==> src/hdl/lz4bd_pkg.sv <==
// Shared types, codes and constants for the LZ4 block decompressor.
package lz4bd_pkg;

  localparam int HIST_AW = 16;
  localparam int HIST_DEPTH = 1 << HIST_AW;
  localparam int LEN_W = 24;
  localparam int OUTQ_AW = 2;
  localparam int OUTQ_DEPTH = 1 << OUTQ_AW;

  localparam logic [LEN_W-1:0] CAP_RESET = 24'd65536;
  localparam logic [LEN_W-1:0] LEN_MAX = 24'hFFFFFF;

  localparam logic [1:0] CMD_START = 2'd0;
  localparam logic [1:0] CMD_FEED = 2'd1;
  localparam logic [1:0] CMD_TICK = 2'd2;

  localparam logic [1:0] KIND_DATA = 2'd0;
  localparam logic [1:0] KIND_DONE = 2'd1;
  localparam logic [1:0] KIND_ERR = 2'd2;

  localparam logic [3:0] PH_IDLE = 4'd0;
  localparam logic [3:0] PH_FIRST = 4'd1;
  localparam logic [3:0] PH_TOKEN = 4'd2;
  localparam logic [3:0] PH_LITEXT = 4'd3;
  localparam logic [3:0] PH_LIT = 4'd4;
  localparam logic [3:0] PH_OFFLO = 4'd5;
  localparam logic [3:0] PH_OFFHI = 4'd6;
  localparam logic [3:0] PH_MATEXT = 4'd7;
  localparam logic [3:0] PH_COPY = 4'd8;
  localparam logic [3:0] PH_RAW = 4'd9;
  localparam logic [3:0] PH_DONE = 4'd10;
  localparam logic [3:0] PH_ERR = 4'd11;

  typedef struct packed {
    logic [1:0] cmd;
    logic [7:0] in_byte;
    logic [LEN_W-1:0] block_size;
  } item_t;

  typedef struct packed {
    logic [1:0] kind;
    logic [7:0] out_byte;
    logic [LEN_W-1:0] out_count;
  } result_t;

  // What the decode step hands to the output stage for one accepted word.
  typedef struct packed {
    logic has_data;
    logic from_hist;
    logic [7:0] lit_byte;
    logic [HIST_AW-1:0] waddr;
    logic has_stat;
    logic [1:0] stat_kind;
    logic [LEN_W-1:0] stat_count;
  } req_t;

endpackage

==> src/hdl/lz4bd_out.sv <==
// Output stage: resolves history bytes, writes them back and queues result words.
module lz4bd_out (
  input  logic                           clk,
  input  logic                           rst,
  input  logic                           accept,
  input  lz4bd_pkg::req_t                req,
  input  logic [lz4bd_pkg::HIST_AW-1:0]  raddr,
  input  logic [7:0]                     ram_q,
  output logic                           busy,
  output logic                           ram_we,
  output logic [lz4bd_pkg::HIST_AW-1:0]  ram_waddr,
  output logic [7:0]                     ram_wdata,
  output logic                           result_valid,
  input  logic                           result_stall,
  output lz4bd_pkg::result_t             result
);

  logic s1_valid;
  lz4bd_pkg::req_t s1;
  logic fwd_hit;
  logic [7:0] fwd_byte;
  logic [7:0] s1_byte;
  logic move, pop;

  lz4bd_pkg::result_t q [lz4bd_pkg::OUTQ_DEPTH];
  logic [lz4bd_pkg::OUTQ_AW-1:0] head, tail;
  logic [lz4bd_pkg::OUTQ_AW:0] cnt;
  logic [1:0] npush;
  lz4bd_pkg::result_t w_data, w_stat;

  assign s1_byte = !s1.from_hist ? s1.lit_byte : (fwd_hit ? fwd_byte : ram_q);
  assign move = s1_valid && (cnt <= 3'(lz4bd_pkg::OUTQ_DEPTH - 2));
  assign busy = s1_valid && !move;
  assign pop = result_valid && !result_stall;

  assign ram_we = move && s1.has_data;
  assign ram_waddr = s1.waddr;
  assign ram_wdata = s1_byte;

  assign w_data = '{kind: lz4bd_pkg::KIND_DATA, out_byte: s1_byte, out_count: '0};
  assign w_stat = '{kind: s1.stat_kind, out_byte: 8'd0, out_count: s1.stat_count};
  assign npush = move ? ({1'b0, s1.has_data} + {1'b0, s1.has_stat}) : 2'd0;

  assign result_valid = cnt != '0;
  assign result = q[head];

  always_ff @(posedge clk) begin
    if (rst) begin
      s1_valid <= 1'b0;
      head <= '0;
      tail <= '0;
      cnt <= '0;
    end else begin
      if (accept) begin
        s1_valid <= 1'b1;
      end else if (move) begin
        s1_valid <= 1'b0;
      end
      if (pop) begin
        head <= head + 1'b1;
      end
      tail <= tail + npush;
      cnt <= cnt + {1'b0, npush} - {2'b00, pop};
    end
  end

  always_ff @(posedge clk) begin
    if (accept) begin
      s1 <= req;
      fwd_hit <= ram_we && (s1.waddr == raddr);
      fwd_byte <= s1_byte;
    end
    if (move) begin
      if (s1.has_data) begin
        q[tail] <= w_data;
        if (s1.has_stat) begin
          q[tail + 1'b1] <= w_stat;
        end
      end else if (s1.has_stat) begin
        q[tail] <= w_stat;
      end
    end
  end

endmodule

==> config.mk <==
export PLATFORM = sky130hd
export DESIGN_NAME = lz4bd_out
export DESIGN_NICKNAME = d
export VERILOG_FILES = /design/src/hdl/lz4bd_pkg.sv /design/src/hdl/lz4bd_out.sv
export SDC_FILE = /design/constraint.sdc
export NUM_CORES = 1
export LEC_CHECK = 0
export ABC_AREA = 1
export BUFFER_PORTS_ARGS = -buffer_cell sky130_fd_sc_hd__buf_4
export CAP_MARGIN = 20
export CORE_ASPECT_RATIO = 0.5
export CORE_MARGIN = 2
export CORE_UTILIZATION = 35
export CTS_CLUSTER_DIAMETER = 80
export CTS_CLUSTER_SIZE = 30
export DETAILED_ROUTE_END_ITERATION = 8
export GPL_TIMING_DRIVEN = 0
export MAX_ROUTING_LAYER = met4
export PLACE_DENSITY = 0.62
export SYNTH_ARGS = -nofsm -noshare
export SYNTH_HDL_FRONTEND = slang
export SYNTH_SLANG_ARGS = --single-unit
export TNS_END_PERCENT = 20
==> constraint.sdc <==
create_clock -name clk -period 3.87 [get_ports clk]
set_input_delay 0.387 -clock clk [delete_from_list [all_inputs] [get_ports clk]]
set_output_delay 0.387 -clock clk [all_outputs]
set_load 0.05 [all_outputs]
* Yosys cells after proc, flatten, opt, wreduce, memory -nomap -nowiden
Memory sizes are Yosys's and may differ from the RTL's. A register that Yosys moved wholly into a read port is not among the register bits. Index checks and enable logic that the tools add are counted.
Cells by class: $add $sub $neg 6, magnitude comparators 1, eq/ne operators 1, multiplexer cells 18, bitwise logic cells 1, reduce and logical (&&, ||, !) cells 9
Operators with widths (count):
- $mux W34 | 1
- $eq A16 B16 Y1 | 1
- $mux W8 | 2
- $mux W1 | 12
- $mux W2 | 3
- $logic_and A1 B1 Y1 | 5
- $add A2 B1 Y2 const B | 2
- $add A3 B2 Y3 | 1
- $le A3 B2 Y1 const B | 1
- $reduce_bool A3 Y1 | 1
- $sub A3 B1 Y3 | 1
- $add A1 B1 Y2 | 1
- $add A2 B2 Y2 | 1
- $logic_not A1 Y1 | 2
- $reduce_bool A2 Y1 | 1
- $or A1 B1 Y1 | 1
Word-level totals: flip-flop bits (word level) 70, memory bits (writable) 136, input port bits 81, memories 1
Memories:
- q | depth 4, bits a word 34, read ports 1, clocked after Yosys merged registers in 1, write ports 2, RTL line lz4bd_out.sv:25 | lz4bd_pkg::result_t q [lz4bd_pkg::OUTQ_DEPTH];

* Logic depth before layout (Yosys ltp)
Gate-level depths: netlist (run 1).
word-level depth 5, depth in mapped cells 11

* Worst setup path before layout (run 1)
No wires, ideal clock.
path type flip-flop to flip-flop, start point register s1[52] (netlist name), end point memory q[0][0] (netlist name) (enable), arrival 2.703 ns, required time 3.425 ns, slack 0.721 ns, stages on the path, launching flop included 5, path buffers 0, path through edfxtp_1 -> inv_1 -> ha_1 -> o211ai_2 -> o21ai_0
RTL lines:
- start: declaration | RTL line lz4bd_out.sv:19 | lz4bd_pkg::req_t s1;
- start signal: assignment | RTL line lz4bd_out.sv:69 | s1 <= req;
- end: declaration | RTL line lz4bd_out.sv:25

==> summary.md, run 1 <==
- finished clean — outcome
- 11 — worst r2r path cells
- 34.51 mm — global-route wire length before repair
- 35.6% — share of total power in combinational logic
- sky130_fd_sc_hd__nor2_1 — commonest non-fill, non-tap cell in the layout
- 960 — Post-Syn Nets
- 0.01537 ns — clock skew after layout
- 0.08083 ns — worst slack on hold paths
- 1.50 ns — setup slack of the most critical reg-to-reg path
- 0 — number of pins with negative max-slew slack in the final report
- 64.34% — post-synthesis sequential area ratio
- 0 — number of diodes added for antenna fixing
- 1,360 — Inst Count DP
- 0.02725 mm2 — overall die area
- 0.02529 mm2 — standard cell core area
- 75.59% — portion of the clock cycle consumed by the worst path in the final layout
- 3 — buffering stage count on the worst path with inverters included
- 208 — CTS Sinks
- yes — CTS tree
- register — Critical Path Start Type
- 141 — PortBufs
- 15.06 mm — HPWL after DPL
- 117.7 um — height of the chip
- 16.13 um — per-cell routed wire length
- 37.78% — Relative slew margins
- 411 — DRC violation total after the first TritonRoute iteration
- 577.0 mW/mm2 — power density of the placed cells
- 38.66% — share of total power consumed by net switching
- 5 — TritonRoute pass-1 iters
- 22.17 mm — final WL
- 21.28% — signed area change from the synthesized netlist to the final layout
- buffers and inverters — category of cells accounting for the largest share of critical-path delay
- 0 — number of hold-slack violations in the final timing report
- 10 — Max FO, Critical Path
- clkbuf_1 -> clkbuf_1 -> nor2_1 -> o22ai_1 -> buf_4 — cells along the critical path
- 43.42% — Layout Utilization
- req[48] — Worst Min Path Start
- 10.38 um2 — Avg Cell Area, Syn
- sky130_fd_sc_hd__clkbuf_1 — CP most frequent cell
- sky130_fd_sc_hd__edfxtp_1 55%, sky130_fd_sc_hd__dfxtp_1 9.3%, sky130_fd_sc_hd__nor2_1 8.7% — cell types with the largest area share after synthesis
- 64 — maximum number of pins on one net before global-route repair
- 0.8536 — final RePlAce weighted congestion
- 0 — setup violation total in the final timing report
- 1.435 ns — post-placement worst setup slack
- 231.5 um — Die Span X
- 166 — number of enable-type register cells in the synthesized netlist
- sky130_fd_sc_hd__edfxtp_1 — Yosys top cell by area
- cnt[2] — endpoint of the most critical register-to-register path
- 6,436 — via count of the first global-routing pass
- 0.9298 ns — transition time at the pin with the least slew margin
- 0 — number of setup buffers added after CTS
- 1,375 — count of non-filler cells in the finished layout
- 1 — H-tree depth reported by CTS
- 2449 uW — switching power of the nets
- 208 — register bit total from synthesis
- 3.48 ns — worst endpoint required time
- 3886 uW — internal power summed over all cells
- 0 — antenna violations before repair
- 41 — Core Rows
- 0% — Async SR Flop Fraction
- s1[48] — worst hold endpoint
- 0.01066 mm2 — Area after DPL
- 30 — Cell variety after synth
- 35.80% — initial standard-cell utilization of the core
- 3 — Max Buffers Root-to-Sink
- 0 — final routed DRC violation total
- 11 — number of buffers inserted during clock tree synthesis
- 0.2364 mV — worst voltage drop across the vdd grid
- 0.47 ns — worst-skew pair later-pin latency
- sky130_fd_sc_hd__clkbuf_16 — CTS root buffer
- sky130_fd_sc_hd__edfxtp_1 — most used flip-flop cell after synthesis
- 0 — cts repair resizes
- 0.009054 mm2 — area of the mapped netlist
- 2.54 ns — Critical Path AT
- primary output — kind of end point of the critical path
- reg -> out — critical path class
- 24.83% — fraction of final layout cells sized beyond drive strength 1
- 1,117 — NumNets Final
- 0.9446 ns — post-route worst setup slack
- 0 — post-cts hold buffer count
- 20.1% — share of power burned in the clock network
- 872 — instance count of the mapped netlist
- 44.3% — sequential share of power
- 55.06% — top-area cell type share of the netlist area
- 6,541 — count of vias placed by the detailed router
- 0 — remaining antenna violation count after routing
- 16.52% — total global-route track usage
- 211 x sky130_fd_sc_hd__nor2_1, 166 x sky130_fd_sc_hd__edfxtp_1, 158 x sky130_fd_sc_hd__buf_4 — commonest cells after routing, fill and taps aside
- in -> reg — kind of path behind the tightest hold check
- 0 — Maximum Capacitance Violations
- false — setup repair after global routing missed its margin
- 1 — number of cells on the worst hold path
- 142 — number of primary I/O pins
- sky130_fd_sc_hd__clkbuf_1 — cell at the slowest stage of the critical path
- 2,454 — fillcell total
- 0.3418 GHz — upper clock frequency limit
- 0 — Synthesis Warnings
- 2.925 ns — final critical path time including I/O delays and setup
- 4.757 — per-cell via count in the routed design
- 0.11 ns — clock-pin slew reported for the worst setup and hold paths after clock tree synthesis
- 0.56 ns — delay of the slowest cell on the worst path
- 0 — total overflow reported by the global router
- 0.004714 uW — leak pwr
- 0.01098 mm2 — summed area of non-filler cells in the final layout
- s1[52] — worst reg2reg startpoint
-- how the worst max path moves through the flow --
stage	cells after the start	from	slack, ns	endpoint
5_1_grt	6	register	0.76	result[25]
3_5_place_dp	6	register	1.43	result[31]
4_1_cts	6	register	0.92	result[31]
2_1_floorplan	4	s1[52]	0.72	q[0][0]
3_3_place_gp	4	s1[52]	-0.94	q[3][20]
6_report	5	register	0.94	result[25]
-- Yosys cell counts (3+ instances only) --
| cell | instances |
|---|---|
| sky130_fd_sc_hd__buf_6 | 8 |
| sky130_fd_sc_hd__o22ai_1 | 34 |
| sky130_fd_sc_hd__nor2_1 | 211 |
| sky130_fd_sc_hd__nand3_1 | 43 |
| sky130_fd_sc_hd__xor2_1 | 3 |
| sky130_fd_sc_hd__a21oi_1 | 6 |
| sky130_fd_sc_hd__inv_2 | 7 |
| sky130_fd_sc_hd__nand2_1 | 86 |
| sky130_fd_sc_hd__clkbuf_1 | 21 |
| sky130_fd_sc_hd__ha_1 | 6 |
| sky130_fd_sc_hd__o21ai_0 | 76 |
| sky130_fd_sc_hd__dfxtp_1 | 42 |
| sky130_fd_sc_hd__nor2_2 | 41 |
| sky130_fd_sc_hd__buf_2 | 5 |
| sky130_fd_sc_hd__inv_1 | 68 |
| sky130_fd_sc_hd__nand2_4 | 4 |
| sky130_fd_sc_hd__o21ai_2 | 4 |
| sky130_fd_sc_hd__xnor2_1 | 12 |
| sky130_fd_sc_hd__edfxtp_1 | 166 |
| sky130_fd_sc_hd__buf_4 | 17 |
-- metrics by stage --
stage,power (uW),TNS (ns)
2_1_floorplan,4363,0
3_3_place_gp,5081,-83.45
3_5_place_dp,5127,0
4_1_cts,6395,0
5_1_grt,6641,0
6_report,6336,0
-- cell families (layout without fill, tap and decap cells) --
kind of cell	after synthesis	count (layout)	synth area share (%)
AND/OR/NAND/NOR	393	393	18.82
adder cells (fa/ha/maj)	7	7	1.050
buffers and inverters	126	285	6.661
XOR/XNOR	15	15	1.451
AO/OA/AOI/OAI	123	123	7.670
flip-flops	208	208	64.34
-- state kept, by name, indices dropped and copies added, names as in the netlist, named ones only --
| register | flops |
|---|---|
| q | 136 |
| s1 | 37 |
| ram_waddr | 16 |
| fwd_byte | 8 |
| cnt | 3 |
| head | 2 |
| tail | 2 |
| fwd_hit | 1 |
| s1_valid | 1 |
-- cell type report --
cell class	instances	area (um2)	area share (%)
plain buffers	51	321.6	2.928
clock buffers	11	275.3	2.507
clock inverters	4	42.54	0.3874
inverters	75	281.5	2.564
multi-input cells	538	2670	24.32
flip-flops and latches	208	5826	53.05
well taps	344	430.4	3.920
repair buffers	144	1134	10.32
-- routing by layer --
layer / up-vias / GRT usage (%) / part of all wire (%)
met5: - / - / 0
met4: 0 / 3.226 / 1.5
met3: 21 / 2.108 / 4.2
met2: 148 / 27.10 / 49
met1: 3170 / 22.14 / 46
li1: 3202 / - / -
-- power by group through the flow --
stage               Sequential [uW]  Clock, uW  Combinational (uW)
floorplan                      2820          0                1540
global placement               2860          0                2220
detailed placement             2860          0                2270
CTS                            2810       1310                2270
global route                   2840       1380                2420
finish                         2810       1270                2250
No activity file was read; power rests on OpenSTA's default activity.
==> run 2, diff against run 1 <==
Clock period 3.87 ns to 3 ns, I/O delays scaled along.
==> run 2 against run 1 <==
Against the previous run: sequential power grew 29%; first-iteration DRC count grew 9.0%; clock skew shrank 0.00059 ns; clock power grew 29%; cell count grew 3.9%; register-to-register slack lost 0.86 ns; die area is the same; total power grew 30%; critical path depth is the same; critical path type unchanged.
==> summary.md, run 2 (synthesis gave the netlist of run 1 again) <==
- 36.63% — Relative slew margins
- 16.90% — total global-route track usage
- 15.06 mm — HPWL after DPL
- 117.7 um — height of the chip
- 0.3497 GHz — upper clock frequency limit
- 0 — number of hold-slack violations in the final timing report
- 136 — flip-flop count of the largest register after layout
- 142 — number of primary I/O pins
- 0.8536 — final RePlAce weighted congestion
- 0.02725 mm2 — overall die area
- 0.11 ns — clock-pin slew reported for the worst setup and hold paths after clock tree synthesis
- 3 — buffering stage count on the worst path with inverters included
- 8229 uW — power after layout
- false — setup repair after global routing missed its margin
- 10 — Max FO, Critical Path
- 0 — number of pins with negative max-slew slack in the final report
- sky130_fd_sc_hd__clkbuf_1 — cell at the slowest stage of the critical path
- 4.739 — per-cell via count in the routed design
- sky130_fd_sc_hd__nor2_1 — commonest non-fill, non-tap cell in the layout
- 0 — remaining antenna violation count after routing
- buffers and inverters — category of cells accounting for the largest share of critical-path delay
- 0 — number of setup buffers added after CTS
- primary output — kind of end point of the critical path
- 0.47 ns — worst-skew pair later-pin latency
- 0 — total overflow reported by the global router
- 1,170 — NumNets Final
- 714.8 mW/mm2 — power density of the placed cells
- 0 — antenna violations before repair
- 208 — CTS Sinks
- 0.01151 mm2 — summed area of non-filler cells in the final layout
- 0 — Maximum Capacitance Violations
- 35.35 mm — global-route wire length before repair
- 6,640 — via count of the first global-routing pass
- 211 x sky130_fd_sc_hd__nor2_1, 166 x sky130_fd_sc_hd__edfxtp_1, 158 x sky130_fd_sc_hd__buf_4 — commonest cells after routing, fill and taps aside
- in -> reg — kind of path behind the tightest hold check
- 27.16% — signed area change from the synthesized netlist to the final layout
- 19.9% — share of power burned in the clock network
- 0 — final routed DRC violation total
- 44.0% — sequential share of power
- register — Critical Path Start Type
- 38.53% — share of total power consumed by net switching
- 231.5 um — Die Span X
- 141 — PortBufs
- 2.56 ns — Critical Path AT
- 0.02529 mm2 — standard cell core area
- 41 — Core Rows
- sky130_fd_sc_hd__clkbuf_1 — CP most frequent cell
- 6,767 — count of vias placed by the detailed router
- 448 — DRC violation total after the first TritonRoute iteration
- 3 — Max Buffers Root-to-Sink
- 2.860 ns — final critical path time including I/O delays and setup
- 2.70 ns — worst endpoint required time
- 3170 uW — switching power of the nets
- 11 — number of buffers inserted during clock tree synthesis
- 0.02702 ns — worst slack on hold paths
- 0.3163 mV — worst voltage drop across the vdd grid
- 1 — H-tree depth reported by CTS
- 0.01066 mm2 — Area after DPL
- 22.60 mm — final WL
- 36.0% — share of total power in combinational logic
- clkbuf_1 -> clkbuf_1 -> nor2_1 -> o22ai_1 -> buf_4 — cells along the critical path
- 95.32% — portion of the clock cycle consumed by the worst path in the final layout
- 0 — setup violation total in the final timing report
- 0.9470 ns — transition time at the pin with the least slew margin
- 15.82 um — per-cell routed wire length
- 35.80% — initial standard-cell utilization of the core
- 0.56 ns — delay of the slowest cell on the worst path
- yes — CTS tree
- 5 — TritonRoute pass-1 iters
- sky130_fd_sc_hd__clkbuf_16 — CTS root buffer
- reg -> out — critical path class
- 0.004938 uW — leak pwr
- 64 — maximum number of pins on one net before global-route repair
- 0.01479 ns — clock skew after layout
- 23.71% — fraction of final layout cells sized beyond drive strength 1
- q — Most flops, register
- finished clean — outcome
- 0 — number of diodes added for antenna fixing
- 5058 uW — internal power summed over all cells
==> run 2: cell count changes in the layout (fill, tap and decap cells not counted) <==
cell                            before  now
sky130_fd_sc_hd__dlygate4sd3_1       0   53
sky130_fd_sc_hd__clkbuf_1           21   19
sky130_fd_sc_hd__buf_1               0    1
sky130_fd_sc_hd__clkbuf_2            0    1
==> run 2: layer usage <==
| metal | wire length (um) | share of wire, % | GRT usage (%) |
|---|---|---|---|
| met3 | 1029 | 4.6 | 2.059 |
| met2 | 11050 | 49 | 28.22 |
| met4 | 318 | 1.4 | 3.226 |
| met1 | 10200 | 45 | 22.33 |
| met5 | 0 | 0 | - |
==> run 2: per-stage QoR <==
stage | TNS, ns | cells | setup slack (ns) | utilization [%]
after floorplan | -15.47 | 872 | -0.1488 | -
after global placement | -173.93 | 1357 | -1.808 | 41.69
after detailed placement | 0 | 1360 | 0.6517 | 42.16
after CTS | 0 | 1428 | 0.1347 | 45.52
after global routing | 0 | 1428 | 0.007408 | 45.52
final | 0 | 1428 | 0.1403 | 45.52
==> run 2: final cells by class <==
cell class	count	area [um2]
multi-input combinational	538	2670
buffer	51	322.8
clock inverter	4	42.54
tap	344	430.4
inverter	75	281.5
clock buffer	11	275.3
sequential	208	5826
fill	2393	13780
timing repair buffer	197	1664
==> run 2: worst paths after layout <==
| path | from | to | slack, ns | cells past startpoint |
|---|---|---|---|---|
| worst max-delay path | register | result[25] | 0.14 | 5 |
| worst min-delay path | rst | cnt[0] | 0.03 | 2 |
| worst max register to register | s1[52] | cnt[2] | 0.64 | 11 |
| worst min register to register | head[1] | register | 0.48 | 2 |
==> run 2: power groups by stage <==
stage | Combinational (uW) | Sequential [uW] | Clock, uW
floorplan | 1980 | 3640 | 0
global placement | 2870 | 3690 | 0
detailed placement | 2920 | 3690 | 0
CTS | 2990 | 3620 | 1690
global route | 3190 | 3660 | 1780
finish | 2970 | 3620 | 1640
==> run 2: what timing repair did <==
item,4_1_cts,5_1_grt
endpoints found under the hold margin,53,0
resized for setup,0,3
hold buffers,53,0
setup endpoints to repair,0,2
